==> src/hw/rtl/assert_macros.svh <==
// Assertion macros shared by the tracker and steering RTL files. Define ASSERT_OFF to compile them out.
`ifndef ASSERT_MACROS_SVH
`define ASSERT_MACROS_SVH

`ifndef ASSERT_OFF

// The condition holds at every clock edge outside reset.
`define ASSERT_ALWAYS(label, clk, rst, cond) \
   label: assert property (@(posedge clk) disable iff (rst) (cond)) \
      else $error("assertion failed: always");

// Whenever the trigger holds, the condition holds in the same cycle.
`define ASSERT_IMPLIES(label, clk, rst, trig, cond) \
   label: assert property (@(posedge clk) disable iff (rst) (trig) |-> (cond)) \
      else $error("assertion failed: implication");

// Whenever the trigger holds, the condition holds in the next cycle.
`define ASSERT_NEXT(label, clk, rst, trig, cond) \
   label: assert property (@(posedge clk) disable iff (rst) (trig) |=> (cond)) \
      else $error("assertion failed: next cycle");

`else

`define ASSERT_ALWAYS(label, clk, rst, cond)
`define ASSERT_IMPLIES(label, clk, rst, trig, cond)
`define ASSERT_NEXT(label, clk, rst, trig, cond)

`endif

`endif

==> src/hw/rtl/lbts_pkg.sv <==
package lbts_pkg;

   localparam int MAX_WIDTH = 1024;

   localparam int AREA_W    = 18;
   localparam int POS_W     = 14;
   localparam int FW_W      = 11;
   localparam int GAIN_W    = 16;
   localparam int BASE_W    = 16;
   localparam int ERR_W     = 16;
   localparam int SPEED_W   = 24;
   localparam int CSR_IDX_W = 3;
   localparam int CSR_DATA_W = 18;

   // Midline in 1/16 pixel is the clamped width times eight.
   localparam int MID_W  = $clog2(MAX_WIDTH * 8 + 1);
   localparam int DIST_W = (2 * MID_W > 2 * POS_W + 1) ? 2 * MID_W : 2 * POS_W + 1;
   localparam int ERRX_W = ((MID_W + 1 > POS_W + 1) ? MID_W + 1 : POS_W + 1) + 1;

   localparam int PROD_W      = ERR_W + GAIN_W + 1;
   localparam int ROUND_SHIFT = 9;
   localparam int ROUND_HALF  = 256;
   localparam int Q_W         = PROD_W + 1 - ROUND_SHIFT;
   localparam int BASE_SHIFT  = 4;
   localparam int BASEX_W     = BASE_W + BASE_SHIFT;
   localparam int SPDX_W      = ((Q_W > BASEX_W) ? Q_W : BASEX_W) + 2;

   typedef enum logic [CSR_IDX_W-1:0] {
      REG_MIN_AREA,
      REG_LEFT_GATE,
      REG_RIGHT_GATE,
      REG_FRAME_WIDTH,
      REG_STEER_GAIN,
      REG_BASE_SPEED,
      REG_DRIVE_ENABLE
   } csr_index_type;

   typedef struct packed {
      logic [AREA_W-1:0]        min_area;
      logic [POS_W-1:0]         left_gate;
      logic [POS_W-1:0]         right_gate;
      logic [FW_W-1:0]          frame_width;
      logic [GAIN_W-1:0]        steer_gain;
      logic signed [BASE_W-1:0] base_speed;
      logic                     drive_enable;
   } cfg_type;

   localparam cfg_type CFG_RESET = '{
      min_area:     18'd300,
      left_gate:    14'd1280,
      right_gate:   14'd1440,
      frame_width:  11'd640,
      steer_gain:   16'd36,
      base_speed:   16'sd100,
      drive_enable: 1'b0
   };

   typedef struct packed {
      logic [POS_W-1:0] x;
      logic [POS_W-1:0] y;
   } xy_type;

   localparam xy_type TRACK_LEFT_RESET  = '{x: 14'd2400, y: 14'd720};
   localparam xy_type TRACK_RIGHT_RESET = '{x: 14'd8640, y: 14'd720};

   typedef struct packed {
      logic              has_blob;
      logic [AREA_W-1:0] blob_area;
      logic [POS_W-1:0]  center_x;
      logic [POS_W-1:0]  center_y;
      logic              frame_end;
   } req_type;

   // Frame summary handed from the tracker to the steering pipeline.
   typedef struct packed {
      logic [POS_W-1:0] left_x;
      logic [POS_W-1:0] right_x;
      logic             left_found;
      logic             right_found;
   } sum_type;

   typedef struct packed {
      logic signed [SPEED_W-1:0] left_speed;
      logic signed [SPEED_W-1:0] right_speed;
      logic signed [ERR_W-1:0]   steer_error;
      logic [POS_W-1:0]          left_pos;
      logic [POS_W-1:0]          right_pos;
      logic                      left_found;
      logic                      right_found;
   } rsp_type;

   function automatic logic [MID_W-1:0] mid_of(input logic [FW_W-1:0] fw);
      logic [MID_W-1:0] mid;
      if (32'(fw) > MAX_WIDTH) begin
         mid = MID_W'(MAX_WIDTH * 8);
      end else begin
         mid = MID_W'({fw, 3'b000});
      end
      return mid;
   endfunction

endpackage

==> src/hw/rtl/lbts_tracker.sv <==
`include "assert_macros.svh"

module lbts_tracker (
   input  logic             clock,
   input  logic             reset,
   input  lbts_pkg::cfg_type cfg,
   input  logic             req_valid,
   output logic             req_stall,
   input  lbts_pkg::req_type req,
   output logic             sum_valid,
   input  logic             sum_ready,
   output lbts_pkg::sum_type sum
);

   logic                            s0_valid_ff, s0_valid_in;
   lbts_pkg::req_type               s0_ff, s0_in;
   logic                            left_found_ff, left_found_in;
   logic                            right_found_ff, right_found_in;
   logic [lbts_pkg::DIST_W-1:0]     best_left_ff, best_left_in;
   logic [lbts_pkg::DIST_W-1:0]     best_right_ff, best_right_in;
   lbts_pkg::xy_type                cand_left_ff, cand_left_in;
   lbts_pkg::xy_type                cand_right_ff, cand_right_in;
   lbts_pkg::xy_type                track_left_ff, track_left_in;
   lbts_pkg::xy_type                track_right_ff, track_right_in;

   logic                            s0_go;
   logic [lbts_pkg::MID_W-1:0]      mid;
   logic [2*lbts_pkg::MID_W-1:0]    mid_sq;
   logic [2*lbts_pkg::POS_W-1:0]    left_gate_sq, right_gate_sq;
   logic [lbts_pkg::POS_W-1:0]      dlx, dly, drx, dry;
   logic [2*lbts_pkg::POS_W-1:0]    sq_lx, sq_ly, sq_rx, sq_ry;
   logic [lbts_pkg::DIST_W-1:0]     dist_left, dist_right;
   logic [lbts_pkg::DIST_W-1:0]     bound_left, bound_right;
   logic                            blob_ok, on_left;
   logic                            hit_left, hit_right;
   logic                            left_found_nx, right_found_nx;
   lbts_pkg::xy_type                cand_left_nx, cand_right_nx;

   assign s0_go     = s0_valid_ff && (!s0_ff.frame_end || sum_ready);
   assign req_stall = s0_valid_ff && !s0_go;

   assign s0_valid_in = req_stall ? s0_valid_ff : req_valid;
   assign s0_in       = (req_valid && !req_stall) ? req : s0_ff;

   // Both sides are scored in parallel; the side test only picks the winner.
   assign mid           = lbts_pkg::mid_of(cfg.frame_width);
   assign mid_sq        = mid * mid;
   assign left_gate_sq  = cfg.left_gate * cfg.left_gate;
   assign right_gate_sq = cfg.right_gate * cfg.right_gate;

   assign dlx = (s0_ff.center_x >= track_left_ff.x) ? s0_ff.center_x - track_left_ff.x
                                                    : track_left_ff.x - s0_ff.center_x;
   assign dly = (s0_ff.center_y >= track_left_ff.y) ? s0_ff.center_y - track_left_ff.y
                                                    : track_left_ff.y - s0_ff.center_y;
   assign drx = (s0_ff.center_x >= track_right_ff.x) ? s0_ff.center_x - track_right_ff.x
                                                     : track_right_ff.x - s0_ff.center_x;
   assign dry = (s0_ff.center_y >= track_right_ff.y) ? s0_ff.center_y - track_right_ff.y
                                                     : track_right_ff.y - s0_ff.center_y;

   assign sq_lx = dlx * dlx;
   assign sq_ly = dly * dly;
   assign sq_rx = drx * drx;
   assign sq_ry = dry * dry;

   assign dist_left  = lbts_pkg::DIST_W'(sq_lx) + lbts_pkg::DIST_W'(sq_ly);
   assign dist_right = lbts_pkg::DIST_W'(sq_rx) + lbts_pkg::DIST_W'(sq_ry);

   // Until a side has a candidate, its bound is the midline squared.
   assign bound_left  = left_found_ff  ? best_left_ff  : lbts_pkg::DIST_W'(mid_sq);
   assign bound_right = right_found_ff ? best_right_ff : lbts_pkg::DIST_W'(mid_sq);

   assign blob_ok = s0_ff.has_blob && (s0_ff.blob_area >= cfg.min_area);
   assign on_left = lbts_pkg::DIST_W'(s0_ff.center_x) < lbts_pkg::DIST_W'(mid);

   assign hit_left  = blob_ok && on_left && (dist_left < bound_left) &&
                      (dist_left <= lbts_pkg::DIST_W'(left_gate_sq));
   assign hit_right = blob_ok && !on_left && (dist_right < bound_right) &&
                      (dist_right <= lbts_pkg::DIST_W'(right_gate_sq));

   assign left_found_nx  = left_found_ff || hit_left;
   assign right_found_nx = right_found_ff || hit_right;
   assign cand_left_nx   = hit_left
                           ? lbts_pkg::xy_type'{x: s0_ff.center_x, y: s0_ff.center_y}
                           : cand_left_ff;
   assign cand_right_nx  = hit_right
                           ? lbts_pkg::xy_type'{x: s0_ff.center_x, y: s0_ff.center_y}
                           : cand_right_ff;

   assign sum_valid       = s0_valid_ff && s0_ff.frame_end;
   assign sum.left_x      = left_found_nx  ? cand_left_nx.x  : track_left_ff.x;
   assign sum.right_x     = right_found_nx ? cand_right_nx.x : track_right_ff.x;
   assign sum.left_found  = left_found_nx;
   assign sum.right_found = right_found_nx;

   always_comb begin
      left_found_in  = left_found_ff;
      right_found_in = right_found_ff;
      best_left_in   = best_left_ff;
      best_right_in  = best_right_ff;
      cand_left_in   = cand_left_ff;
      cand_right_in  = cand_right_ff;
      track_left_in  = track_left_ff;
      track_right_in = track_right_ff;
      if (s0_go) begin
         if (s0_ff.frame_end) begin
            left_found_in  = 1'b0;
            right_found_in = 1'b0;
            track_left_in  = left_found_nx  ? cand_left_nx  : track_left_ff;
            track_right_in = right_found_nx ? cand_right_nx : track_right_ff;
         end else begin
            left_found_in  = left_found_nx;
            right_found_in = right_found_nx;
            cand_left_in   = cand_left_nx;
            cand_right_in  = cand_right_nx;
            best_left_in   = hit_left  ? dist_left  : best_left_ff;
            best_right_in  = hit_right ? dist_right : best_right_ff;
         end
      end
   end

   always_ff @(posedge clock) begin
      if (reset) begin
         s0_valid_ff    <= 1'b0;
         left_found_ff  <= 1'b0;
         right_found_ff <= 1'b0;
         track_left_ff  <= lbts_pkg::TRACK_LEFT_RESET;
         track_right_ff <= lbts_pkg::TRACK_RIGHT_RESET;
      end else begin
         s0_valid_ff    <= s0_valid_in;
         left_found_ff  <= left_found_in;
         right_found_ff <= right_found_in;
         track_left_ff  <= track_left_in;
         track_right_ff <= track_right_in;
      end
   end

   always_ff @(posedge clock) begin
      s0_ff         <= s0_in;
      best_left_ff  <= best_left_in;
      best_right_ff <= best_right_in;
      cand_left_ff  <= cand_left_in;
      cand_right_ff <= cand_right_in;
   end

   `ASSERT_NEXT(a_frame_end_clears, clock, reset, s0_go && s0_ff.frame_end, !left_found_ff && !right_found_ff)
   `ASSERT_NEXT(a_track_holds, clock, reset, !(s0_go && s0_ff.frame_end), $stable(track_left_ff) && $stable(track_right_ff))
   `ASSERT_IMPLIES(a_one_side, clock, reset, s0_valid_ff, !(hit_left && hit_right))
   `ASSERT_IMPLIES(a_found_source, clock, reset, $rose(left_found_ff) || $rose(right_found_ff), $past(s0_go))

endmodule

==> src/hw/rtl/lbts_steer.sv <==
`include "assert_macros.svh"

module lbts_steer (
   input  logic              clock,
   input  logic              reset,
   input  lbts_pkg::cfg_type cfg,
   input  logic              sum_valid,
   output logic              sum_ready,
   input  lbts_pkg::sum_type sum,
   output logic              rsp_valid,
   input  logic              rsp_stall,
   output lbts_pkg::rsp_type rsp
);

   logic                                p1_valid_ff, p1_valid_in;
   lbts_pkg::sum_type                   p1_ff, p1_in;
   logic                                p2_valid_ff, p2_valid_in;
   lbts_pkg::sum_type                   p2_ff, p2_in;
   logic signed [lbts_pkg::ERR_W-1:0]   p2_err_ff, p2_err_in;
   logic                                p3_valid_ff, p3_valid_in;
   lbts_pkg::sum_type                   p3_ff, p3_in;
   logic signed [lbts_pkg::ERR_W-1:0]   p3_err_ff, p3_err_in;
   logic signed [lbts_pkg::PROD_W-1:0]  p3_prod_ff, p3_prod_in;
   logic                                rsp_valid_ff, rsp_valid_in;
   lbts_pkg::rsp_type                   out_ff, out_in;

   logic                                out_ready, p3_ready, p2_ready, p1_ready;
   logic [lbts_pkg::MID_W-1:0]          mid;
   logic [lbts_pkg::MID_W:0]            mid_x2;
   logic [lbts_pkg::POS_W:0]            pos_sum;
   logic signed [lbts_pkg::ERRX_W-1:0]  err_wide;
   logic [lbts_pkg::ERRX_W-lbts_pkg::ERR_W:0] err_top;
   logic signed [lbts_pkg::ERR_W-1:0]   err_sat;
   logic signed [lbts_pkg::PROD_W:0]    rnd;
   logic signed [lbts_pkg::Q_W-1:0]     q;
   logic signed [lbts_pkg::BASEX_W-1:0] base_x16;
   logic signed [lbts_pkg::SPDX_W-1:0]  left_wide, right_wide;

   function automatic logic signed [lbts_pkg::SPEED_W-1:0] sat_speed(
      input logic signed [lbts_pkg::SPDX_W-1:0] v
   );
      logic [lbts_pkg::SPDX_W-lbts_pkg::SPEED_W:0] top;
      logic signed [lbts_pkg::SPEED_W-1:0]          r;
      top = v[lbts_pkg::SPDX_W-1:lbts_pkg::SPEED_W-1];
      if (top == '0 || top == '1) begin
         r = v[lbts_pkg::SPEED_W-1:0];
      end else if (v[lbts_pkg::SPDX_W-1]) begin
         r = {1'b1, {(lbts_pkg::SPEED_W-1){1'b0}}};
      end else begin
         r = {1'b0, {(lbts_pkg::SPEED_W-1){1'b1}}};
      end
      return r;
   endfunction

   assign out_ready = !rsp_valid_ff || !rsp_stall;
   assign p3_ready  = !p3_valid_ff || out_ready;
   assign p2_ready  = !p2_valid_ff || p3_ready;
   assign p1_ready  = !p1_valid_ff || p2_ready;
   assign sum_ready = p1_ready;

   // Error: twice the midline minus the sum of the lane positions, 1/32 pixel.
   assign mid      = lbts_pkg::mid_of(cfg.frame_width);
   assign mid_x2   = {mid, 1'b0};
   assign pos_sum  = {1'b0, p1_ff.left_x} + {1'b0, p1_ff.right_x};
   assign err_wide = $signed(lbts_pkg::ERRX_W'(mid_x2)) - $signed(lbts_pkg::ERRX_W'(pos_sum));
   assign err_top  = err_wide[lbts_pkg::ERRX_W-1:lbts_pkg::ERR_W-1];

   always_comb begin
      if (err_top == '0 || err_top == '1) begin
         err_sat = err_wide[lbts_pkg::ERR_W-1:0];
      end else if (err_wide[lbts_pkg::ERRX_W-1]) begin
         err_sat = {1'b1, {(lbts_pkg::ERR_W-1){1'b0}}};
      end else begin
         err_sat = {1'b0, {(lbts_pkg::ERR_W-1){1'b1}}};
      end
   end

   // Rounded correction: floor((err * gain + 256) / 512).
   assign rnd = $signed({p3_prod_ff[lbts_pkg::PROD_W-1], p3_prod_ff}) +
                $signed((lbts_pkg::PROD_W + 1)'(lbts_pkg::ROUND_HALF));
   assign q   = rnd[lbts_pkg::PROD_W:lbts_pkg::ROUND_SHIFT];

   assign base_x16   = {cfg.base_speed, {lbts_pkg::BASE_SHIFT{1'b0}}};
   assign left_wide  = lbts_pkg::SPDX_W'(base_x16) - lbts_pkg::SPDX_W'(q);
   assign right_wide = -(lbts_pkg::SPDX_W'(base_x16) + lbts_pkg::SPDX_W'(q));

   always_comb begin
      p1_valid_in  = p1_ready ? sum_valid : p1_valid_ff;
      p1_in        = (sum_valid && p1_ready) ? sum : p1_ff;

      p2_valid_in  = p2_ready ? p1_valid_ff : p2_valid_ff;
      p2_in        = (p1_valid_ff && p2_ready) ? p1_ff : p2_ff;
      p2_err_in    = (p1_valid_ff && p2_ready) ? err_sat : p2_err_ff;

      p3_valid_in  = p3_ready ? p2_valid_ff : p3_valid_ff;
      p3_in        = (p2_valid_ff && p3_ready) ? p2_ff : p3_ff;
      p3_err_in    = (p2_valid_ff && p3_ready) ? p2_err_ff : p3_err_ff;
      p3_prod_in   = (p2_valid_ff && p3_ready)
                     ? $signed(p2_err_ff) * $signed({1'b0, cfg.steer_gain})
                     : p3_prod_ff;

      rsp_valid_in = out_ready ? p3_valid_ff : rsp_valid_ff;
      out_in       = out_ff;
      if (p3_valid_ff && out_ready) begin
         out_in.steer_error = p3_err_ff;
         out_in.left_pos    = p3_ff.left_x;
         out_in.right_pos   = p3_ff.right_x;
         out_in.left_found  = p3_ff.left_found;
         out_in.right_found = p3_ff.right_found;
         if (cfg.drive_enable) begin
            out_in.left_speed  = sat_speed(left_wide);
            out_in.right_speed = sat_speed(right_wide);
         end else begin
            out_in.left_speed  = '0;
            out_in.right_speed = '0;
         end
      end
   end

   always_ff @(posedge clock) begin
      if (reset) begin
         p1_valid_ff  <= 1'b0;
         p2_valid_ff  <= 1'b0;
         p3_valid_ff  <= 1'b0;
         rsp_valid_ff <= 1'b0;
      end else begin
         p1_valid_ff  <= p1_valid_in;
         p2_valid_ff  <= p2_valid_in;
         p3_valid_ff  <= p3_valid_in;
         rsp_valid_ff <= rsp_valid_in;
      end
   end

   always_ff @(posedge clock) begin
      p1_ff      <= p1_in;
      p2_ff      <= p2_in;
      p2_err_ff  <= p2_err_in;
      p3_ff      <= p3_in;
      p3_err_ff  <= p3_err_in;
      p3_prod_ff <= p3_prod_in;
      out_ff     <= out_in;
   end

   assign rsp_valid = rsp_valid_ff;
   assign rsp       = out_ff;

   `ASSERT_IMPLIES(a_disabled_zero, clock, reset, rsp_valid_ff && !cfg.drive_enable, out_ff.left_speed == '0 && out_ff.right_speed == '0)
   `ASSERT_NEXT(a_p3_moves, clock, reset, p3_valid_ff && out_ready, rsp_valid_ff)
   `ASSERT_NEXT(a_sum_taken, clock, reset, sum_valid && sum_ready, p1_valid_ff)

endmodule

==> src/hw/rtl/lane_blob_tracker_steer_top.sv <==
// Lane blob tracker with steering output. Each item is one blob record or a bare
// frame end; blobs below min_area are dropped, the rest are sorted left or right
// of the midline and the nearest one within the gate to each tracked lane is kept.
// An item with frame_end set closes the frame and yields exactly one result with
// the steering error, the two wheel speeds, the updated lane positions and the
// found flags; other items yield nothing. One item is accepted every cycle unless
// req_stall holds a frame-end item. The limit is the per-item update of each side's
// running best distance, done combinationally between the input register and the
// tracker state. A result passes the input, lane summary, error, gain multiply and
// speed saturation registers. The user writes configuration via the csr port only
// while no item is in flight; the block doesn't enforce it. csr_ready is always high.
module lane_blob_tracker_steer_top (
   input  logic                                 clock,
   input  logic                                 reset,

   input  logic                                 req_valid,
   output logic                                 req_stall,
   input  logic                                 req_has_blob,
   input  logic [lbts_pkg::AREA_W-1:0]          req_blob_area,
   input  logic [lbts_pkg::POS_W-1:0]           req_center_x,
   input  logic [lbts_pkg::POS_W-1:0]           req_center_y,
   input  logic                                 req_frame_end,

   output logic                                 rsp_valid,
   input  logic                                 rsp_stall,
   output logic signed [lbts_pkg::SPEED_W-1:0]  rsp_left_speed,
   output logic signed [lbts_pkg::SPEED_W-1:0]  rsp_right_speed,
   output logic signed [lbts_pkg::ERR_W-1:0]    rsp_steer_error,
   output logic [lbts_pkg::POS_W-1:0]           rsp_left_pos,
   output logic [lbts_pkg::POS_W-1:0]           rsp_right_pos,
   output logic                                 rsp_left_found,
   output logic                                 rsp_right_found,

   input  logic                                 csr_valid,
   output logic                                 csr_ready,
   input  logic [lbts_pkg::CSR_IDX_W-1:0]       csr_index,
   input  logic [lbts_pkg::CSR_DATA_W-1:0]      csr_data
);

   lbts_pkg::cfg_type cfg_ff, cfg_in;
   lbts_pkg::req_type req;
   lbts_pkg::sum_type sum;
   lbts_pkg::rsp_type rsp;
   logic              sum_valid;
   logic              sum_ready;

   assign csr_ready = 1'b1;

   always_comb begin
      cfg_in = cfg_ff;
      if (csr_valid && csr_ready) begin
         case (lbts_pkg::csr_index_type'(csr_index))
            lbts_pkg::REG_MIN_AREA: begin
               cfg_in.min_area = csr_data[lbts_pkg::AREA_W-1:0];
            end
            lbts_pkg::REG_LEFT_GATE: begin
               cfg_in.left_gate = csr_data[lbts_pkg::POS_W-1:0];
            end
            lbts_pkg::REG_RIGHT_GATE: begin
               cfg_in.right_gate = csr_data[lbts_pkg::POS_W-1:0];
            end
            lbts_pkg::REG_FRAME_WIDTH: begin
               cfg_in.frame_width = csr_data[lbts_pkg::FW_W-1:0];
            end
            lbts_pkg::REG_STEER_GAIN: begin
               cfg_in.steer_gain = csr_data[lbts_pkg::GAIN_W-1:0];
            end
            lbts_pkg::REG_BASE_SPEED: begin
               cfg_in.base_speed = $signed(csr_data[lbts_pkg::BASE_W-1:0]);
            end
            lbts_pkg::REG_DRIVE_ENABLE: begin
               cfg_in.drive_enable = csr_data[0];
            end
            default: begin
               cfg_in = cfg_ff;
            end
         endcase
      end
   end

   always_ff @(posedge clock) begin
      if (reset) begin
         cfg_ff <= lbts_pkg::CFG_RESET;
      end else begin
         cfg_ff <= cfg_in;
      end
   end

   assign req.has_blob  = req_has_blob;
   assign req.blob_area = req_blob_area;
   assign req.center_x  = req_center_x;
   assign req.center_y  = req_center_y;
   assign req.frame_end = req_frame_end;

   lbts_tracker u_tracker (
      .clock     (clock),
      .reset     (reset),
      .cfg       (cfg_ff),
      .req_valid (req_valid),
      .req_stall (req_stall),
      .req       (req),
      .sum_valid (sum_valid),
      .sum_ready (sum_ready),
      .sum       (sum)
   );

   lbts_steer u_steer (
      .clock     (clock),
      .reset     (reset),
      .cfg       (cfg_ff),
      .sum_valid (sum_valid),
      .sum_ready (sum_ready),
      .sum       (sum),
      .rsp_valid (rsp_valid),
      .rsp_stall (rsp_stall),
      .rsp       (rsp)
   );

   assign rsp_left_speed  = rsp.left_speed;
   assign rsp_right_speed = rsp.right_speed;
   assign rsp_steer_error = rsp.steer_error;
   assign rsp_left_pos    = rsp.left_pos;
   assign rsp_right_pos   = rsp.right_pos;
   assign rsp_left_found  = rsp.left_found;
   assign rsp_right_found = rsp.right_found;

endmodule

==> config.mk <==
export PLATFORM = sky130hd
export DESIGN_NAME = lane_blob_tracker_steer_top
export DESIGN_NICKNAME = d
export VERILOG_FILES = /design/src/hw/rtl/lbts_pkg.sv /design/src/hw/rtl/lbts_tracker.sv /design/src/hw/rtl/lbts_steer.sv /design/src/hw/rtl/lane_blob_tracker_steer_top.sv
export VERILOG_INCLUDE_DIRS = /design/src /design/src/hw/rtl
export SDC_FILE = /design/constraint.sdc
export NUM_CORES = 2
export LEC_CHECK = 0
export BUFFER_PORTS_ARGS = -buffer_cell sky130_fd_sc_hd__buf_2
export CORE_ASPECT_RATIO = 1.2
export CORE_UTILIZATION = 60
export DETAILED_ROUTE_END_ITERATION = 12
export GPL_TIMING_DRIVEN = 1
export HOLD_SLACK_MARGIN = 0.08
export PLACE_DENSITY = 0.8
export SLEW_MARGIN = 20
export SYNTH_ARGS = -nofsm -noshare
export SYNTH_HDL_FRONTEND = slang
export SYNTH_SLANG_ARGS = --single-unit
==> constraint.sdc <==
create_clock -name clock -period 15 [get_ports clock]
set_input_delay 2.25 -clock clock [delete_from_list [all_inputs] [get_ports clock]]
set_output_delay 2.25 -clock clock [all_outputs]
set_load 0.05 [all_outputs]
### Word-level counts from Yosys, hierarchy flattened

Cells that the tools add are included.

* register bits after elaboration: 564
* word-level logic and storage cells: 160

* $add $sub $neg: 16
* multiply operators: 8
* order comparisons: 11
* equal/unequal tests: 8
* muxes and demuxes: 17
* bitwise gates (word level): 1
* reduce and logical (&&, ||, !) cells: 48

Operators by type and width (count)
* $mul 14x14->28: 7
* $sub 14x14->14: 8
* $mux 14: 7
* $mux 24: 4
* $add 28x28->29: 2
* $le 29x28->1: 2
* $lt 29x29->1: 2
* $mux 29: 2
* $ge 14x14->1: 4
* $mux 28: 2
* $add 33x10->34 const B: 1
* $mul 16x17->33: 1
* $neg 27->27: 1
* $add 20x25->26: 1
* $sub 20x25->26: 1
* $ge 18x18->1: 1
* $reduce_and 2->1: 8
* $sub 15x15->16: 1
* $add 14x14->15: 1
* $logic_and 1x1->1: 15
* $lt 14x14->1: 1
* $reduce_and 3->1: 4
* $gt 11x11->1 const B: 1
* $eq 3x3->1 const B: 3
* 9 further kinds: 29

### Depth between registers and ports, before layout

* depth in word-level cells: 11
* gate-level depth with buffers: 55
* gate-level depth less buffers: 51

### Modules after synthesis

From an unflattened synthesis, not the netlist that was laid out.

* cells, all modules: 8075
* area total of the unflattened synthesis: 78609.1 um^2

Modules (own cells, without submodules)
* lbts_tracker: times used 1, cells each 5890, area each 54628.6 um^2
* lbts_steer: times used 1, cells each 1849, area each 20319.5 um^2
* lane_blob_tracker_steer_top: times used 1, cells each 336, area each 3661.0 um^2

### Least setup slack after synthesis

Ideal clock, no wire load.

* kind: flip-flop to flip-flop
* from: reg u_tracker.s0_ff[15] (netlist bit)
* to: reg u_tracker.best_left_ff[0] (netlist bit) (enable)
* library setup time: 0.389 ns
* arrival time: 11.732 ns
* slack: 2.879 ns
* cell stages (with the launch flop): 49
* path buffers: 3
* cells stage by stage: edfxtp_1 -> inv_1 -> ha_1 -> inv_1 -> fa_1 -> a21o_1 -> a21o_1 -> a21o_1 -> a21o_1 -> a21o_1 -> a21oi_1 -> o21ai_1 -> buf_2 -> buf_2 -> a21o_1 -> xnor2_1 -> inv_2 -> or2_2 -> [13 not listed] -> and2_1 -> and3_1 -> nand3_1 -> nand2_1 -> o21ai_0 -> nand2b_1 -> and2_1 -> o21ai_0 -> a21boi_0 -> ha_1 -> nand4_1 -> nor3_1 -> nand2_1 -> or4_1 -> or4_4 -> a211oi_4 -> buf_4 -> and2_1

* word-level cells in the longest chain between the ends: 8
* elaborated cells on any way between the ends: 13
* those cells by class: add/sub (3); mul (1); order compare (4); mux (1); reduce/logical (4)

RTL lines
* start, declared: line lbts_tracker.sv:16 `lbts_pkg::req_type s0_ff, s0_in;`
* start signal, assigned: line lbts_tracker.sv:138 `s0_ff <= s0_in;`
* $sub 14x14->14 (tied with other cells): line lbts_tracker.sv:52 `: track_left_ff.x - s0_ff.center_x;`
* $mux 14 (*): line lbts_tracker.sv:51 `assign dlx = (s0_ff.center_x >= track_left_ff.x) ? s0_ff.center_x - track_left_ff.x`
* $mul 14x14->28 (*): line lbts_tracker.sv:60 `assign sq_lx = dlx * dlx;`
* $add 28x28->29 (*): line lbts_tracker.sv:65 `assign dist_left = lbts_pkg::DIST_W'(sq_lx) + lbts_pkg::DIST_W'(sq_ly);`
* via u_tracker.dist_left (one bit): line lbts_tracker.sv:32 `logic [lbts_pkg::DIST_W-1:0] dist_left, dist_right;`
* $lt 29x29->1: line lbts_tracker.sv:75 `assign hit_left = blob_ok && on_left && (dist_left < bound_left) &&`
* $logic_and 1x1->1: line lbts_tracker.sv:75
* $logic_and 1x1->1 (*): line lbts_tracker.sv:75
* $reduce_and 3->1 (no line) (*)
* end signal, assigned: line lbts_tracker.sv:139 `best_left_ff <= best_left_in;`
* end, declared: line lbts_tracker.sv:19 `logic [lbts_pkg::DIST_W-1:0] best_left_ff, best_left_in;`

Mark *: on every way through the listed nets, which the timed path passes. The rest lies on a longest branch.
A chain may end at the register's enable or synchronous reset.

==> metrics.md <==
| Metric | Value |
|---|---|
| Sequential share of the synthesized area | 19.5% |
| Period utilization | between 90 and 100% |
| Max Fanout on Critical Path | 48 |
| Critical-path cell with the highest stage delay | sky130_fd_sc_hd__xnor2_1 |
| Leading cell type in the layout, fill and taps excluded | sky130_fd_sc_hd__inv_1 |
| Overflow after GRT | 0 |
| Drt drc | 0 |
| Reg clk slew, reported paths | around 0.060 ns |
| Number of buffers created by CTS | 68 |
| Count of different cell masters after synthesis | between 100 and 150 |
| Drt pass-1 iters | 6 |
| Number of antenna violations at the first check in global routing | 12 |
| Yosys warning count | 0 |
| Post-synth top flop | sky130_fd_sc_hd__edfxtp_1 |
| Setup Viol. Count Final | 0 |
| Clock skew | 0.0480 ns |
| Die Footprint | 131000 µm² |
| Signal arrival time at the worst endpoint | 14.17 ns |
| Status | finished, final reports clean |
| Data required, critical path | 15.39 ns |
| Height of the chip | just under 400 µm |
| Starting density of the core | 60.5% |
| Detailed-route via count | 58000 |
| Count of max-cap constraint violations | 0 |
| Clock network latency to the later pin of the worst-skew pair | 0.68 ns |
| Post-route ant nets | 0 |
| Global-route wire length before repair | 332000 µm |
| Number of nets at the end of the flow | 10300 |
| Number of global-route vias before repair | 62600 |
| HP Class | reg2reg |
| Die Span X | between 300 and 400 µm |
| Critical Path Max Stage Delay | ~0.86 ns |
| Area Overhead vs Synth | 6.59% |
| Critical path endpoint category | flop |
| Number of ports placed on the die boundary | 171 |
| Slew Viols, Final | 0 |
| Mean instance size in the synthesized netlist | about 9.6 µm² |
| Fraction of the core area covered by cells at the end of the flow | 64.5% |
| Core area | 128000 µm² |
| Actual slew at the worst max-slew pin | about 1.2 ns |
| First DRT Iteration DRCs | 3832 |
| Count of buffers from port buffering | 169 |
| Routed Wire Length | between 200000 and 250000 µm |
| Post-synth EDFFs | 403 |
| Setup repair after global routing missed its margin | false |
| Shortest period the worst path allows | 13.78 ns |
| Critical path class | reg2reg |
| CP endpoint | u_steer.p1_ff[14] |
| Std-Cell Rows | 144 |
| Cell area after synthesis | 77700 µm² |
| Origin of the critical flop-to-flop path | u_tracker.s0_ff[18] |
| Start point of the critical path | u_tracker.s0_ff[18] |
| Post-detailed-placement half-perimeter wirelength | approximately 170000 µm |
| Number of sinks driven by the clock tree | 556 |
| Count of hold-fix buffers inserted at cts | 0 |
| Async S/R FF share, synth | 0% |
| Total Neg Setup Slack | 0 ns |
| Worst reg-to-reg path cell count | 42 |
| Fill cell count | 10100 |
| R2R setup slack | 1.22 ns |
| CTS max path bufs | 3 |
| Worst hold margin | 0.393 ns |
| Top library cells by usage in the layout, fill and taps aside | 1654 x sky130_fd_sc_hd__inv_1, 1092 x sky130_fd_sc_hd__fa_1, 945 x sky130_fd_sc_hd__ha_1 |
| Share of final-layout standard cells stronger than drive strength 1 | about 7.6% |
| Final hold violations | 0 |
| Max-slew headroom | around a fifth |
| Count of mapped cells out of synthesis | 8072 |
| Number of setup buffers added after CTS | 0 |
| PostCTS Resize Cnt | 0 |
| Root buf cell | sky130_fd_sc_hd__clkbuf_16 |
| Count of H-tree levels built during CTS | 3 |
| Register bit total from synthesis | 556 |
| Routability congestion estimate from global placement | a little under 1 |
| Total track usage | 32.7% |
| Startpoint class of the critical path | flop |
| Worst flop-to-flop path endpoint | u_steer.p1_ff[14] |
| TritonCTS clock tree | done |
| Average via count per standard cell | 5.86 |
| Maximum number of pins on one net before global-route repair | 88 |
| Routed wirelength normalized by instance count | roughly 21 µm |
| Highest achievable clock rate | 0.0726 GHz |
## synth_stat cells, drive strengths merged (13+ instances only)
master  number  area, µm²
a211oi      35        300
a21boi      26        199
a21o       176       1320
a21oi      334       1690
a31o        27        236
a31oi       32        215
and2       260       1630
and3        49        307
buf         49        287
clkbuf     203        762
dfxtp      153       3060
edfxtp     403      12100
fa        1092      21900
ha         945      11800
inv       1660       6230
mux2        93       1090
mux2i       81        811
nand2      681       2560
nand2b     102        638
nand3      100        505
nand4       40        250
nor2       466       1760
nor2b       50        313
nor3        52        265
o2111a      14        158
o211ai      46        365
o21a        32        240
o21ai      191        963
o21ba       13        130
o21bai      27        203
o31ai       17        141
o32ai       22        193
or2         61        382
or3         14       87.6
xnor2      203       1800
xor2       102        893
## sequential cells by signal, summed over array words and instances, names as in the netlist, 16 cells and up
register and count:
u_tracker.best_left_ff 29, u_steer.p2_err_ff 16, u_tracker.track_right_ff 28, u_steer.p3_err_ff 16
u_steer.p2_ff 30, u_steer.p1_ff 30, u_tracker.s0_ff 48, u_tracker.best_right_ff 29
u_tracker.track_left_ff 28, u_steer.p3_ff 30, u_steer.rsp 94, u_steer.p3_prod_ff 25
u_tracker.cand_left_ff 28, cfg_ff 90, u_tracker.cand_right_ff 28
## how the worst min path moves through the flow
stage                      startpoint           endpoint  slack [ns]  cells after the start
finish              u_steer.p3_ff[25]    u_steer.rsp[25]        0.39                      0
global route        u_steer.p3_ff[25]    u_steer.rsp[25]        0.39                      0
CTS                 u_steer.p3_ff[25]    u_steer.rsp[25]        0.38                      0
detailed placement  u_steer.p2_ff[27]  u_steer.p3_ff[27]        0.40                      0
global placement     u_steer.p2_ff[7]   u_steer.p3_ff[7]        0.40                      0
floorplan            u_steer.p1_ff[0]   u_steer.p2_ff[0]        0.40                      0
## through the flow
stage / setup WS, ns / cells / cell area, µm²
6_report: 1.22 / 9897 / 82900
3_3_place_gp: 1.63 / 9766 / 80500
5_1_grt: 0.482 / 9893 / 82900
3_5_place_dp: 1.38 / 9766 / 80500
4_1_cts: 1.28 / 9890 / 82900
2_1_floorplan: 2.88 / 8085 / 77800
## cell type report
type	instances	area (µm²)	share of cell area, %
Antenna cell	7	17.5	0.0211
Clock buffer	79	1810	2.18
Clock inverter	45	568	0.685
Inverter	1666	6250	7.55
Multi-Input combinational cell	5611	55500	66.9
Sequential cell	556	15200	18.3
Tap cell	1679	2100	2.53
Timing Repair Buffer	254	1500	1.81
## metal layers
layer	vias up	part of all wire (%)	track usage (%)
met2	2226	49	56.1
met3	686	6.9	5.54
met1	28900	37	37.7
met4	12	7.3	20.7
met5	-	0.042	0
li1	26200	-	-
## cell families (layout without fill, tap and decap cells)
logic type | after synthesis | count (layout) | share of synthesized area [%]
multiplexers | 175 | 175 | 2.48
buffers and inverters | 1918 | 2044 | 9.39
XOR/XNOR | 305 | 305 | 3.46
flip-flops | 556 | 556 | 19.5
adder cells (fa/ha/maj) | 2041 | 2041 | 43.4
AO/OA/AOI/OAI | 1144 | 1144 | 10.0
AND/OR/NAND/NOR | 1931 | 1931 | 11.8
other | 2 | 22 | 0.00966
## critical path, delay by kind of cell, from the launching register on
family          cells  cell delay (ns)
xor+xnor            1             0.86
buf+inv             4             1.08
simple gates        5             1.55
fa+ha+maj          10             4.34
compound gates     19             4.21
flops               1             0.49
mux                 3             0.94
Power is left out: the tool's default activity adds up to more than one toggle a clock period on the data nets, which glitch-free logic cannot reach.
